File: src/hw/rtl/inverse_gaussian_sample_transform_defines.svh
// ---------------------------------------------------------------------------
// Assertion macros for the inverse Gaussian sample transform.
// Each macro expands to a labelled concurrent assertion in simulation and to
// nothing in synthesis. The enclosing module must have clk and rst_n.
// ---------------------------------------------------------------------------
`ifndef INVERSE_GAUSSIAN_SAMPLE_TRANSFORM_DEFINES_SVH
`define INVERSE_GAUSSIAN_SAMPLE_TRANSFORM_DEFINES_SVH
`ifndef SYNTHESIS
`define IGST_ASSERT(lbl, prop, msg) \
  lbl: assert property (@(posedge clk) disable iff (!rst_n) prop) else $error(msg);
`define IGST_ASSERT_NEXT(lbl, ante, cons, msg) \
  lbl: assert property (@(posedge clk) disable iff (!rst_n) (ante) |=> (cons)) else $error(msg);
`else
`define IGST_ASSERT(lbl, prop, msg)
`define IGST_ASSERT_NEXT(lbl, ante, cons, msg)
`endif
`endif

File: src/hw/rtl/igst_div_cell.sv
// ---------------------------------------------------------------------------
// igst_div_cell
// One quotient bit of a restoring divider, registered.
// ---------------------------------------------------------------------------
`timescale 1ns / 1ps

module igst_div_cell #(
  parameter int BIT = 0,
  parameter int NW  = 84,
  parameter int DW  = 59,
  parameter int QW  = 32,
  parameter int SW  = 1
) (
  input  logic          clk,
  input  logic          rst_n,
  input  logic          adv,
  input  logic          in_v,
  input  logic [NW-1:0] in_rem,
  input  logic [DW-1:0] in_div,
  input  logic [QW-1:0] in_quo,
  input  logic [SW-1:0] in_side,
  output logic          out_v,
  output logic [NW-1:0] out_rem,
  output logic [DW-1:0] out_div,
  output logic [QW-1:0] out_quo,
  output logic [SW-1:0] out_side
);

  localparam int CW = (NW > DW + QW) ? NW : DW + QW;

  logic [CW-1:0] sh;
  logic          hit;
  logic [NW-1:0] rem_nxt;
  logic [QW-1:0] quo_nxt;
  logic          v_r;
  logic [NW-1:0] rem_r;
  logic [DW-1:0] div_r;
  logic [QW-1:0] quo_r;
  logic [SW-1:0] side_r;

  always_comb begin
    sh      = {{(CW-DW){1'b0}}, in_div} << BIT;
    hit     = {{(CW-NW){1'b0}}, in_rem} >= sh;
    rem_nxt = hit ? in_rem - sh[NW-1:0] : in_rem;
    quo_nxt = hit ? (in_quo | ({{(QW-1){1'b0}}, 1'b1} << BIT)) : in_quo;
  end

  always_ff @(posedge clk) begin
    if (!rst_n) begin
      v_r <= 1'b0;
    end else if (adv) begin
      v_r <= in_v;
    end
  end

  always_ff @(posedge clk) begin
    if (adv) begin
      rem_r  <= rem_nxt;
      div_r  <= in_div;
      quo_r  <= quo_nxt;
      side_r <= in_side;
    end
  end

  assign out_v    = v_r;
  assign out_rem  = rem_r;
  assign out_div  = div_r;
  assign out_quo  = quo_r;
  assign out_side = side_r;

endmodule

File: config.mk
export PLATFORM = sky130hd
export DESIGN_NAME = igst_div_cell
export DESIGN_NICKNAME = d
export VERILOG_FILES = /design/src/hw/rtl/inverse_gaussian_sample_transform_defines.svh /design/src/hw/rtl/igst_div_cell.sv
export SDC_FILE = /design/constraint.sdc
export NUM_CORES = 1
export LEC_CHECK = 0
export ABC_AREA = 1
export BUFFER_PORTS_ARGS = -buffer_cell sky130_fd_sc_hd__buf_2
export CAP_MARGIN = 20
export CORE_UTILIZATION = 30
export DETAILED_ROUTE_END_ITERATION = 16
export PLACE_DENSITY = 0.5
export SKIP_CTS_REPAIR_TIMING = 1
export SYNTH_ARGS = -nofsm -noshare
export SYNTH_HDL_FRONTEND = slang
export SYNTH_SLANG_ARGS = --single-unit
File: constraint.sdc
create_clock -name clk -period 2.8 [get_ports clk]
set_clock_uncertainty 0.2 [all_clocks]
set_input_delay 0.14 -clock clk [delete_from_list [all_inputs] [get_ports clk]]
set_output_delay 0.14 -clock clk [all_outputs]
set_load 0.02 [all_outputs]
# Yosys cells after proc, flatten, opt, wreduce, memory -nomap -nowiden

Index checks and enable logic that the tools add are counted.

Flip-flop bits (word level): 177
Output and inout port bits: 177
Logic and storage cells: 9

Add/sub/neg operators: 1
Mux-type cells: 1
Order comparisons: 1

Operators by type and width:

| cell                                         | count |
|---|---|
| greater-or-equal comparator 84 x 59 -> 1 bit | 1 |
| two-way mux 84 bit                           | 1 |
| subtractor 84 x 59 -> 84 bit                 | 1 |

# Logic depth before layout (Yosys ltp)

Word-level depth: 2
Mapped depth: 18
Gate-level depth less buffers: 18

# Worst setup path before layout

OpenSTA, ideal clock, no wires.

Kind: input to register
Start: in in_rem[0]
End: reg rem_r[1], in the netlist out_rem[1] (data pin)
Arrival time: 1.849 ns
Setup slack: 0.490 ns
Library setup time: 0.261 ns
Buffers on the path: 1
Stages: 14
Cell sequence: inv_1 ha_1 fa_1 inv_1 nand3_1 nand3_1 nand4_1 nand3_1 nand2_1 nand3_2 nand2_1 nand2_2 buf_4 o21ai_0

Longest elaborated chain between the ends: 2

RTL lines:

| item                                                                                                | line                                     | RTL |
|---|---|---|
| start: declaration                                                                                  | igst_div_cell.sv:18                      | `input logic [NW-1:0] in_rem,` |
| subtractor 84 x 59 -> 84 bit / greater-or-equal comparator 84 x 59 -> 1 bit (equally long branches) | igst_div_cell.sv:44, igst_div_cell.sv:43 |  |
| two-way mux 84 bit *                                                                                | igst_div_cell.sv:44                      | `rem_nxt = hit ? in_rem - sh[NW-1:0] : in_rem;` |
| named net rem_nxt[1]                                                                                | igst_div_cell.sv:33                      | `logic [NW-1:0] rem_nxt;` |
| end signal: assignment                                                                              | igst_div_cell.sv:58                      | `rem_r <= rem_nxt;` |
| end: declaration                                                                                    | igst_div_cell.sv:36                      | `logic [NW-1:0] rem_r;` |

The timed path passes the listed nets; every way through them passes the cells marked *.
A chain may end at the register's enable or synchronous reset.

# Worst setup path after layout

Start: in in_rem[0]
End: reg quo_r[0], in the netlist out_quo[0] (data pin)

Longest elaborated chain between the ends: 1

RTL lines:

| item                                         | line                | RTL |
|---|---|---|
| greater-or-equal comparator 84 x 59 -> 1 bit | igst_div_cell.sv:43 | `hit = {{(CW-NW){1'b0}}, in_rem} >= sh;` |
| end signal: assignment                       | igst_div_cell.sv:60 | `quo_r <= quo_nxt;` |
| end: declaration                             | igst_div_cell.sv:38 | `logic [QW-1:0] quo_r;` |

No other way between the ends.

==> reports/qor.csv <==
metric;value;unit
Worst Hold Class;in2reg;
Leakage;10.87;nW
critical path data required time;2.85;ns
area delta synth->final;48.20;%
crit end category;flop;
failing checks;hold timing;
CP Class;in2reg;
wire per inst;17.23;um
Comb power frac;0.346;
Pwr Density;436.7;nW/um^2
register area share after synthesis;0.3916;
clock transition at the registers of the reported paths;0.07;ns
CTS tree;built;
FMAX;396.2;MHz
crit path max fanout;18;
detailed placement HPWL;49460;um
Netlist cell types;33;
initial DRC count;942;
Setup violations, final;0;
total gr overflow;0;
Gate Count Post-Synth;2052;
cell chain of the critical path;buf_2 > inv_1 > ha_1 > fa_1 > inv_1 > nand3_1 > nand3_1 > nand4_1 > nand3_1 > nand2_1 > nand3_2 > nand2_1 > nand2_2 > buf_12 > buf_4 > or2_2;
outcome;complete, but fails checks;
H-tree depth;4;
largest net degree at the start of global routing;75;
vias post-DR;14920;
Mean Syn Cell Area;6.602;sq um
CP max-delay cell;nand3_1;
Max stage delay on crit path;0.29;ns
final instance area;20080;sq um
Post-Syn Area;13550;sq um
Int Pwr;5.613;mW
Synth Net Count;2292;
Net Sw Power;3.155;mW
cell row count;77;
Slew headroom;0.5430;
Final nets;3052;
share of layout cells above drive strength 1;0.2241;
Max-cap violations;0;
Tightest Pin Transition;0.6856;ns
Final ANT Viol Nets;0;
drt total wl;58910;um
Top cell by count, worst path;nand3_1;
clock buffer depth;2;
TritonRoute pass-1 iters;4;
register bit count reported by yosys;177;
placed inst area;17830;sq um
TritonCTS Sinks;177;
top cell type's share of synthesized area;0.3901;
final hold violation count;1;
clock insertion delay at the later pin of the skew report;0.50;ns
Switching Fraction;0.3598;
Global Route Usage Sum;0.2525;
Syn. warnings;0;
# DRC;0;
VDD IR max;0.0003887;V
DR vias/cell;4.365;
die area;46010;sq um
setup TNS;0;ns
pre-CTS setup slack;-0.2427;ns
Boundary Pins;357;
Root Buffer;clkbuf_16;
register area;5305;sq um
vias in the first global route;14240;
RSZ-0062 raised after global routing;false;
global-route wire length before repair;85520;um
die height;214.5;um
multi-input logic area;6414;sq um
Tot Pwr;8.768;mW
Routability Congestion;0.9003;
fin crit share;0.9015;
core area;44410;sq um
hold slack;-0.002191;ns
sequential share of power;0.381;
startpoint type of the worst setup path;primary input;
slack of the critical path;0.2758;ns
min Tclk post-route;2.524;ns
Clock power frac;0.274;
Critical Path AT;2.57;ns
synth top area cells;edfxtp_1, nand2_1, inv_1, ha_1, nor2_1;
PortBufs;356;
number of buffers created by CTS;17;
Synth area leader;edfxtp_1;
filler instances;4727;
initial antenna violation count;2;
Slew Viols, Final;0;
Die Span X;214.5;um
Initial Utilization;0.3050;
## cell families after synthesis
kind of cell | count (synthesis) | share of synthesized area
simple gates | 1231 | 0.3616
compound gates | 74 | 0.02872
xor+xnor | 42 | 0.02715
flops | 177 | 0.3916
fa+ha+maj | 60 | 0.05597
buf+inv | 468 | 0.1350
## path summary, 6_finish.rpt
| kind | from | slack [ns] | end | depth (start not counted) |
|---|---|---|---|---|
| max | in_rem[0] | 0.28 | out_quo[0]$_SDFFCE_PP1P_ | 16 |
| min | in_rem[66] | -0.002 | out_rem[66]$_DFFE_PP_ | 4 |
| max reg2reg | out_v$_SDFFE_PN0P_ | 1.40 | out_v$_SDFFE_PN0P_ | 3 |
| min reg2reg | out_v$_SDFFE_PN0P_ | 0.92 | out_v$_SDFFE_PN0P_ | 3 |
## state kept, by name (all words and copies together) (netlist names)
| name | flops |
|---|---|
| out_rem | 84 |
| out_div | 59 |
| out_quo | 32 |
| out_side | 1 |
| out_v | 1 |
## cell usage in the layout, fill, tap and decap left out, drive strengths merged, types with 12 or more instances in the layout
cell and n:
o21ai 12, buf 587, edfxtp 176, xor2 41
a21oi 59, nand4 31, dlygate4sd3 167, nand3 70
nand3b 16, nor2 186, clkbuf 18, inv 458
nand2 910, ha 59
## final cells by class
type / instances / share of cell area
tap: 592 / 0.03689
inverter: 454 / 0.08488
sequential: 177 / 0.2642
clock inverter: 15 / 0.007229
multi-input combinational: 1407 / 0.3194
timing repair buffer: 755 / 0.2660
clock buffer: 17 / 0.02119
antenna: 1 / 0.0001246
## synth_stat cells, drive strengths merged
cell and n:
nand2 910, or2 1, xnor2 1, o21bai 2
nor4 1, clkinv 3, and3 1, nor2 186
buf 14, inv 451, ha 59, a21oi 59
nor3 11, a21boi 1, fa 1, dfxtp 1
nand3 70, nor3b 1, edfxtp 176, xor2 41
o21ai 12, nand4 31, nand3b 16, and2 3
## routing by layer
metal  up-vias  share of wire  GRT usage
met2       341           0.45     0.4023
met3        28          0.040    0.03518
met4         2          0.012    0.05857
met1      6814           0.50     0.3597
met5         -        0.00014          0
li1       7733              -          -
## per-stage QoR
| stage | util | hold WS [ns] | std cells |
|---|---|---|---|
| floorplan | - | 0.03346 | 2052 |
| global placement | 0.4015 | 0.1174 | 3218 |
| detailed placement | 0.4015 | 0.1181 | 3218 |
| CTS | 0.4144 | -0.4326 | 3250 |
| global route | 0.4520 | 0.001104 | 3417 |
| finish | 0.4521 | -0.002191 | 3418 |
## power by group through the flow
stage	Clock [mW]	Combinational (mW)	Sequential (mW)
2_1_floorplan	0	1.08	3.77
6_report	2.40	3.03	3.34
5_1_grt	2.54	3.31	3.36
4_1_cts	2.49	2.85	3.34
3_5_place_dp	0	2.84	3.40
3_3_place_gp	0	2.84	3.40
## critical path: cells and delay by family
kind / cells / cell delay, ns
buffers and inverters: 5 / 0.56
adders and majority gates: 2 / 0.42
and+or+nand+nor: 9 / 1.43
Note: power is estimated with default switching activity, not from simulation.
