[src/hw/rtl/inverse_gaussian_sample_transform_defines.svh]
// ---------------------------------------------------------------------------
// Assertion macros for the inverse Gaussian sample transform.
// Each macro expands to a labelled concurrent assertion in simulation and to
// nothing in synthesis. The enclosing module must have clk and rst_n.
// ---------------------------------------------------------------------------
`ifndef INVERSE_GAUSSIAN_SAMPLE_TRANSFORM_DEFINES_SVH
`define INVERSE_GAUSSIAN_SAMPLE_TRANSFORM_DEFINES_SVH
`ifndef SYNTHESIS
`define IGST_ASSERT(lbl, prop, msg) \
  lbl: assert property (@(posedge clk) disable iff (!rst_n) prop) else $error(msg);
`define IGST_ASSERT_NEXT(lbl, ante, cons, msg) \
  lbl: assert property (@(posedge clk) disable iff (!rst_n) (ante) |=> (cons)) else $error(msg);
`else
`define IGST_ASSERT(lbl, prop, msg)
`define IGST_ASSERT_NEXT(lbl, ante, cons, msg)
`endif
`endif

[src/hw/rtl/igst_sqrt_cell.sv]
// ---------------------------------------------------------------------------
// igst_sqrt_cell
// One digit of a bit-serial integer square root, registered.
// ---------------------------------------------------------------------------
`timescale 1ns / 1ps

module igst_sqrt_cell #(
  parameter int BIT = 0,
  parameter int DW  = 116,
  parameter int RW  = 58,
  parameter int SW  = 1
) (
  input  logic          clk,
  input  logic          rst_n,
  input  logic          adv,
  input  logic          in_v,
  input  logic [DW-1:0] in_rem,
  input  logic [RW-1:0] in_root,
  input  logic [SW-1:0] in_side,
  output logic          out_v,
  output logic [DW-1:0] out_rem,
  output logic [RW-1:0] out_root,
  output logic [SW-1:0] out_side
);

  localparam int TW = DW + 2;

  logic [TW-1:0] trial;
  logic          hit;
  logic [DW-1:0] rem_nxt;
  logic [RW-1:0] root_nxt;
  logic          v_r;
  logic [DW-1:0] rem_r;
  logic [RW-1:0] root_r;
  logic [SW-1:0] side_r;

  // With r the root so far, (r + 2^b)^2 - r^2 = r*2^(b+1) + 2^(2b).
  always_comb begin
    trial    = ({{(TW-RW){1'b0}}, in_root} << (BIT + 1)) | ({{(TW-1){1'b0}}, 1'b1} << (2 * BIT));
    hit      = {2'b00, in_rem} >= trial;
    rem_nxt  = hit ? in_rem - trial[DW-1:0] : in_rem;
    root_nxt = hit ? (in_root | ({{(RW-1){1'b0}}, 1'b1} << BIT)) : in_root;
  end

  always_ff @(posedge clk) begin
    if (!rst_n) begin
      v_r <= 1'b0;
    end else if (adv) begin
      v_r <= in_v;
    end
  end

  always_ff @(posedge clk) begin
    if (adv) begin
      rem_r  <= rem_nxt;
      root_r <= root_nxt;
      side_r <= in_side;
    end
  end

  assign out_v    = v_r;
  assign out_rem  = rem_r;
  assign out_root = root_r;
  assign out_side = side_r;

endmodule

[config.mk]
export PLATFORM = sky130hd
export DESIGN_NAME = igst_sqrt_cell
export DESIGN_NICKNAME = d
export VERILOG_FILES = /design/src/hw/rtl/inverse_gaussian_sample_transform_defines.svh /design/src/hw/rtl/igst_sqrt_cell.sv
export SDC_FILE = /design/constraint.sdc
export NUM_CORES = 1
export LEC_CHECK = 0
export ABC_AREA = 0
export BUFFER_PORTS_ARGS = -buffer_cell sky130_fd_sc_hd__buf_2
export CORE_ASPECT_RATIO = 1.1
export CORE_UTILIZATION = 35
export CTS_BUF_LIST = sky130_fd_sc_hd__clkbuf_16
export DETAILED_ROUTE_END_ITERATION = 10
export PLACE_DENSITY = 0.6
export SLEW_MARGIN = 25
export SYNTH_ARGS = -nofsm -noshare
export SYNTH_HDL_FRONTEND = slang
export SYNTH_SLANG_ARGS = --single-unit
[constraint.sdc]
create_clock -name clk -period 4.1 [get_ports clk]
set_input_delay 0.615 -clock clk [delete_from_list [all_inputs] [get_ports clk]]
set_output_delay 0.615 -clock clk [all_outputs]
set_load 0.01 [all_outputs]
After elaboration in Yosys (flattened, before gate mapping). Cells that the tools add are included.

$lt $le $gt $ge: 1. Mux-type cells: 1. Add/sub/neg operators: 1.

Operator list (number): $ge 116x59->1 (1); $mux 116 (1); $sub 116x59->116 (1).

Register bits after elaboration: 176. Word-level logic and storage cells: 8. Output and inout bits: 176. Input bits: 179.

Longest topological paths before layout. Gate-level depths: netlist (run 1).

Depth in word-level cells: 2. Mapped depth: 15. Mapped depth without buffers: 12.

Least setup slack after synthesis (run 1). Ideal clock, no wire load.

Path kind: in2reg. Start: in in_root[0]. End: reg rem_r[1] (netlist: out_rem[1]), data pin. Setup time: 262 ps. Data required time: 3838 ps. Cell stages on the path: 12. Setup slack: 458 ps. Buffers on the path: 2. Arrival: 3380 ps. Cells stage by stage: inv_1 fa_1 a211oi_1 o21ai_1 o311a_1 o311ai_1 a31oi_1 o2111ai_1 nor2b_4 buf_6 buf_6 mux2_1.

Word-level cells in the longest chain between the ends: 2. Elaborated cells on any way between the ends: 3. Those cells by class: 1 x add/sub; 1 x order compare; 1 x mux.

RTL lines: from (decl) (RTL line igst_sqrt_cell.sv:18) `input logic [RW-1:0] in_root,`; $sub 116x59->116 or $ge 116x59->1 (tied branches) (RTL line igst_sqrt_cell.sv:41, igst_sqrt_cell.sv:40); $mux 116 (*) (RTL line igst_sqrt_cell.sv:41) `rem_nxt = hit ? in_rem - trial[DW-1:0] : in_rem;`; named net rem_nxt[1] (RTL line igst_sqrt_cell.sv:30) `logic [DW-1:0] rem_nxt;`; to (signal assigned) (RTL line igst_sqrt_cell.sv:55) `rem_r <= rem_nxt;`; to (decl) (RTL line igst_sqrt_cell.sv:33) `logic [DW-1:0] rem_r;`.

Mark *: on every way through the listed nets, which the timed path passes. The rest lies on a longest branch. A chain may end at the register's enable or synchronous reset.

Worst setup path in the final report (run 1).
Start: in in_root[6]. End: reg rem_r[85] (netlist: out_rem[85]), data pin.

The elaborated chain is that of the path after synthesis.

==> summary.md, run 1 <==
| Metric | Value |
|---|---|
| Grt ovf | 0 |
| Final instance area | 0.0149 sq mm |
| Synth top area share | 46.1% |
| Syn Inst Count | 1171 |
| Skew final | 0 ns |
| Largest family of logic cells by synthesized area | simple AND/OR/NAND/NOR gates |
| Vias/cell | 5.11 |
| Worst-skew pair later-pin latency | 0.44 ns |
| Synth Area in Simple Gates | 17.5% |
| Required @ worst endpoint | 4.28 ns |
| Critical Path Start | in_root[6] |
| DRC viols | 0 |
| Syn nets | 1410 |
| Via Count | 10400 |
| Status | finished clean |
| Nets | 1836 |
| Starting density of the core | 35.9% |
| Setup bufs post-CTS | 0 |
| Die Y | 191 microns |
| Sequential area share after synthesis | 46.3% |
| Hold-critical path depth | 1 |
| DR iter-0 viols | 489 |
| Power per cell area | 361 mW/mm^2 |
| Yosys top cell by area | edfxtp_1 |
| Final Critical Period | 3.68 ns |
| Type of the most critical hold path | primary input to flop |
| Mux contribution to synthesized area | 0.483% |
| Async SR Flop Fraction | 0% |
| Arrival time of the worst setup path | 3.86 ns |
| Initial antenna violation count | 8 |
| Max-Cap Viols | 0 |
| Placed inst area | 0.0143 sq mm |
| Number of synthesized flops with an enable pin | 175 |
| Fmax | 272 MHz |
| Mapped cell area | 0.0114 sq mm |
| Layout cell share with drive strength beyond 1 | 31.8% |
| Reg2Reg Depth | 2 |
| H-Tree Depth | 4 |
| Post-CTS resize count | 0 |
| CORE AREA | 0.0317 sq mm |
| Yosys reg bits | 176 |
| Worst VDD drop | 0.000196 V |
| IO Count | 355 |
| Setup WS post-layout | 0.419 ns |
| Largest net degree at the start of global routing | 81 |
| Compound-Gate Fraction of Synth Area | 15.8% |
| WL/cell | 18.3 microns |
| Most frequent cells in the layout | buf_2 (353), edfxtp_1 (175), nand2_1 (136) |
| R2r endpoint | out_v |
| CTS clk-pin slew, worst paths | 0.07 ns |
| Share of the cycle needed by the critical path after routing | 89.8% |
| Die width | 174 microns |
| CP max FO | 5 |
| Sink Count | 176 |
| Number of global-route vias before repair | 10400 |
| Final setup violation count | 0 |
| Post-CTS Hold Fix Bufs | 0 |
| Final hold violations | 0 |
| First-pass GRT wire length | 56200 microns |
| CTS tree | yes |
| Flop2flop setup slack | 3.48 ns |
| Antenna-violating nets left | 0 |
| Pins Over Slew Limit | 0 |
| Least-Margin Pin Slew | 0.815 ns |
| WS Path Type | primary input to flop |
| Overall Global Routing Usage | 21.9% |
| Dpl hpwl | 30300 microns |
| RSZ-0062 raised after global routing | no |
| Final wirelength | 37100 microns |
| Dpl ws | 0.0144 ns |
| Placer Congestion | 0.906 |
| RR Startpoint | out_v |
| Relative slew slack | 45.4% |
| Ys Warns | 0 |
| Rows | 68 |
| Min-delay src | in_side |
| Predominant post-synthesis flop cell | edfxtp_1 |
| Leak | 6.37 nW |
| Synth cell types | 72 |
| Startpoint Class | primary input |
| IO Port Bufs | 354 |
| Adder-cell area share of the yosys netlist | 6.65% |
| Hold worst-path end | out_side |
| CTS Root Cell | clkbuf_16 |
| CP endpoint kind | flop |
| Synthesized area per cell | 9.74 sq um |
| P&R area growth vs syn | 30.3% |
| Number of CTS-inserted buffers | 17 |
| Clock Path Buffers | 2 |
| Most common cell after layout, fill and taps aside | buf_2 |
| TritonRoute pass-1 iters | 5 |
| Top cells by area, synth | edfxtp_1 (46%), ha_1 (6.5%), xor2_1 (4.8%) |
| XOR/XNOR Fraction of Synth Area | 8.53% |
| Die area | 0.0333 sq mm |
==> cells by family after synthesis <==
logic type | after synthesis
AOI/OAI and AO/OA | 296
adders and majority gates | 60
DFF | 176
xor gates and xnor gates | 111
muxes | 5
and+or+nand+nor | 397
buffers and inverters | 126
==> metal layers <==
layer | global-route usage [%] | vias to the layer above | share of wire (%)
li1 | - | 5145 | -
met4 | 8.50 | 8 | 2.5
met2 | 38.2 | 344 | 49
met1 | 26.4 | 4816 | 42
met3 | 4.75 | 61 | 5.8
met5 | 0 | - | 0.12
==> cells in the mapped netlist, types with 12 or more instances <==
library cell and number:
edfxtp_1 175, nand2_1 136, a21oi_1 82, inv_1 74, nor2_1 68, xor2_1 63
ha_1 59, o21ai_1 55, xnor2_1 48, o21ai_0 46, clkbuf_1 35, nand4_1 33
a21o_1 32, nor3_1 27, nor4_1 27, nand3_1 20, nand2b_1 16, or4_1 13
o21a_1 12
==> stage by stage <==
step | util (%) | power [W] | setup TNS [ns] | hold WS [ns] | std cells
after floorplan | - | 0.00303 | 0 | 0.538 | 1171
after global routing | 46.8 | 0.00560 | 0 | 0.340 | 2032
after CTS | 46.8 | 0.00540 | 0 | 0.336 | 2029
after detailed placement | 44.9 | 0.00368 | 0 | 0.536 | 1998
final | 46.8 | 0.00537 | 0 | 0.349 | 2032
after global placement | 44.9 | 0.00368 | -1.28 | 0.498 | 1998
==> registers in the layout, summed over array words and instances (netlist names) <==
| signal | cells |
|---|---|
| out_side | 1 |
| out_rem | 116 |
| out_v | 1 |
| out_root | 58 |
==> critical path, stage by stage <==
cell	delay, ns
buf_2	0.09
inv_1	0.04
ha_1	0.36
nand4_1	0.16
or2_2	0.35
nor3_1	0.33
o21ai_0	0.20
buf_4	0.18
nand4_1	0.12
and3b_1	0.21
o21bai_1	0.11
a211oi_1	0.72
a211oi_2	0.18
xor2_1	0.19
==> power breakdown <==
part           switching (W)  internal [W]  total (W)
clock network       0.000764      0.000956    0.00172
registers          0.0000476       0.00222    0.00227
logic               0.000801      0.000579    0.00138
==> cell type report <==
type / instances / area, sq um
antenna: 3 / 7.51
clock buffer: 17 / 425
tap: 420 / 526
inverter: 74 / 278
clock inverter: 14 / 165
timing repair buffer: 459 / 2590
multi-input combinational: 869 / 5590
fill: 3124 / 16900
sequential: 176 / 5280
==> how the worst max path moves through the flow <==
stage | to | slack [ns]
3_5_place_dp | out_rem[99] | 0.01
5_1_grt | out_rem[99] | 0.23
2_1_floorplan | out_rem[1] | 0.46
6_report | out_rem[85] | 0.42
3_3_place_gp | out_rem[109] | -0.28
4_1_cts | out_rem[85] | 0.47
Note: power is estimated with default switching activity, not from simulation.
==> run 2: changes to the inputs <==
- CELL_PAD_IN_SITES_DETAIL_PLACEMENT: unset -> 0
- CELL_PAD_IN_SITES_GLOBAL_PLACEMENT: unset -> 1
- PLACE_DENSITY: 0.6 -> 0.76
- clock period: 4.1 -> 4.76 ns (I/O delays scaled with it)
==> summary.md, run 2 (synthesis gave the netlist of run 1 again) <==
| Metric | Value |
|---|---|
| CTS Root Cell | clkbuf_16 (unchanged) |
| CP max FO | 37 (was 5) |
| Biggest cell delay along the critical path | 0.60 ns (was 0.72 ns) |
| WS Path Type | primary input to flop (unchanged) |
| Setup bufs post-CTS | 0 (unchanged) |
| DR iter-0 viols | 551 (was 489) |
| Crit-path cells | buf_2 > fa_1 > a211oi_1 > o21ai_1 > o311a_1 > o311ai_1 > a31oi_1 > o2111ai_1 > nor2b_4 > buf_4 > buf_4 > o21ai_1 (was buf_2 > inv_1 > ha_1 > nand4_1 > or2_2 > nor3_1 > o21ai_0 > buf_4 > nand4_1 > and3b_1 > o21bai_1 > a211oi_1 > a211oi_2 > xor2_1) |
| RR Startpoint | out_v (unchanged) |
| Slowest cell on crit path | o311ai_1 (was a211oi_1) |
| Type of the most critical hold path | primary input to flop (unchanged) |
| Starting density of the core | 35.9% (unchanged) |
| Min-delay src | in_root[14] (was in_side) |
| Post-CTS Hold Fix Bufs | 0 (unchanged) |
| IO Port Bufs | 354 (unchanged) |
| Max-Cap Viols | 0 (unchanged) |
| Most frequent cells in the layout | buf_2 (353), edfxtp_1 (175), nand2_1 (136) (unchanged) |
| Clock Path Buffers | 2 (unchanged) |
| Critical Path Start | in_rem[1] (was in_root[6]) |
| CORE AREA | 0.0317 sq mm (unchanged) |
| Antenna-violating nets left | 0 (unchanged) |
| P&R area growth vs syn | 24.5% (was 30.3%) |
| Required @ worst endpoint | 4.94 ns (was 4.28 ns) |
| Max reg flops | 116 (unchanged) |
| Fillers | 3152 (was 3124) |
| First-pass GRT wire length | 54800 microns (was 56200 microns) |
| Overall Global Routing Usage | 21.5% (was 21.9%) |
| Startpoint Class | primary input (unchanged) |
| Number of global-route vias before repair | 9910 (was 10400) |
| Arrival time of the worst setup path | 4.34 ns (was 3.86 ns) |
| Number of CTS-inserted buffers | 17 (unchanged) |
| Worst-skew pair later-pin latency | 0.44 ns (about the same) |
| Die area | 0.0333 sq mm (unchanged) |
| Power per cell area | 321 mW/mm^2 (was 361 mW/mm^2) |
| Final hold violations | 0 (unchanged) |
| Fmax | 240 MHz |
| Share of the cycle needed by the critical path after routing | 87.4% |
| Min Hold Slack | 0.452 ns (was 0.349 ns) |
| Non-Filler Instances | 1943 (was 2032) |
| Final setup violation count | 0 (unchanged) |
| Layout cell share with drive strength beyond 1 | 27.9% (was 31.8%) |
| Final wirelength | 36300 microns (was 37100 microns) |
| Skew final | 0 ns (unchanged) |
| Sink Count | 176 (unchanged) |
| Rows | 68 (unchanged) |
| TritonRoute pass-1 iters | 5 (unchanged) |
| Pins Over Slew Limit | 0 (unchanged) |
| Dpl hpwl | 29000 microns (was 30300 microns) |
| Worst VDD drop | 0.000245 V (was 0.000196 V) |
| Least-Margin Pin Slew | 0.945 ns (was 0.815 ns) |
| DRC viols | 0 (unchanged) |
| Leak | 5.94 nW (was 6.37 nW) |
| Status | finished clean (unchanged) |
| CTS clk-pin slew, worst paths | 0.08 ns (was 0.07 ns) |
| Largest net degree at the start of global routing | 112 (was 81) |
| TNS Setup | 0 ns (unchanged) |
| RSZ-0062 raised after global routing | no (unchanged) |
| IO Count | 355 (unchanged) |
| Placer Congestion | 0.881 (was 0.906) |
| Most common cell after layout, fill and taps aside | buf_2 (unchanged) |
| CP endpoint kind | flop (unchanged) |
| Post-CTS resize count | 0 (unchanged) |
| Initial antenna violation count | 7 (was 8) |
| Relative slew slack | 37.0% (was 45.4%) |
| Die width | 174 microns (unchanged) |
| H-Tree Depth | 4 (unchanged) |
| Grt ovf | 0 (unchanged) |
| WL/cell | 18.7 microns (was 18.3 microns) |
| CTS tree | yes (unchanged) |
| Nets | 1747 (was 1836) |
| Vias/cell | 5.17 (was 5.11) |
| Die Y | 191 microns (unchanged) |
| Via Count | 10000 (was 10400) |
| Final Critical Period | 4.16 ns |
| Final Power | 0.00456 W (was 0.00537 W) |
| Placed cells | 1909 (was 1998) |
[run 2: cell type report]
type                       count  area, sq um  share of cell area, %
sequential                   176         5280                   37.2
inverter                      74          278                   1.96
timing repair buffer         370         1930                   13.6
tap                          420          526                   3.70
antenna                        2         5.00                 0.0353
clock buffer                  17          425                   3.00
multi-input combinational    869         5590                   39.4
clock inverter                15          169                   1.19
[run 2: power breakdown]
group	leakage (nW)	switching (W)	internal, W
sequential	1.72	0.0000418	0.00191
combinational	3.93	0.000667	0.000437
clock	0.291	0.000705	0.000791
[run 2: per-layer routing]
metal | up-vias | global-route usage (%) | routed length [microns]
met1 | 4664 | 26.6 | 15400
met4 | 10 | 7.56 | 819
met2 | 353 | 36.6 | 17800
met5 | - | 0 | 58
li1 | 4968 | - | -
met3 | 53 | 4.87 | 2210
[run 2: worst paths after layout]
| kind | to | depth (start not counted) | slack (ns) |
|---|---|---|---|
| setup / recovery | out_rem[28] | 12 | 0.60 |
| hold / removal | out_root[14] | 1 | 0.45 |
| setup reg to reg | out_v | 2 | 4.17 |
| hold reg to reg | out_v | 2 | 0.53 |
[run 2: critical path, delay by kind of cell]
| family | cells | cell delay, ns |
|---|---|---|
| adders and majority gates | 1 | 0.50 |
| and+or+nand+nor | 1 | 0.26 |
| AOI/OAI and AO/OA | 7 | 2.04 |
| buffers and inverters | 3 | 0.79 |
[run 2: metrics by stage]
stage	area, sq um	utilization [%]	setup WS, ns
6_report	14200	44.7	0.598
5_1_grt	14200	44.7	0.340
4_1_cts	14200	44.7	0.633
3_5_place_dp	13600	42.8	0.150
3_3_place_gp	13600	42.8	0.208
2_1_floorplan	11400	-	1.02
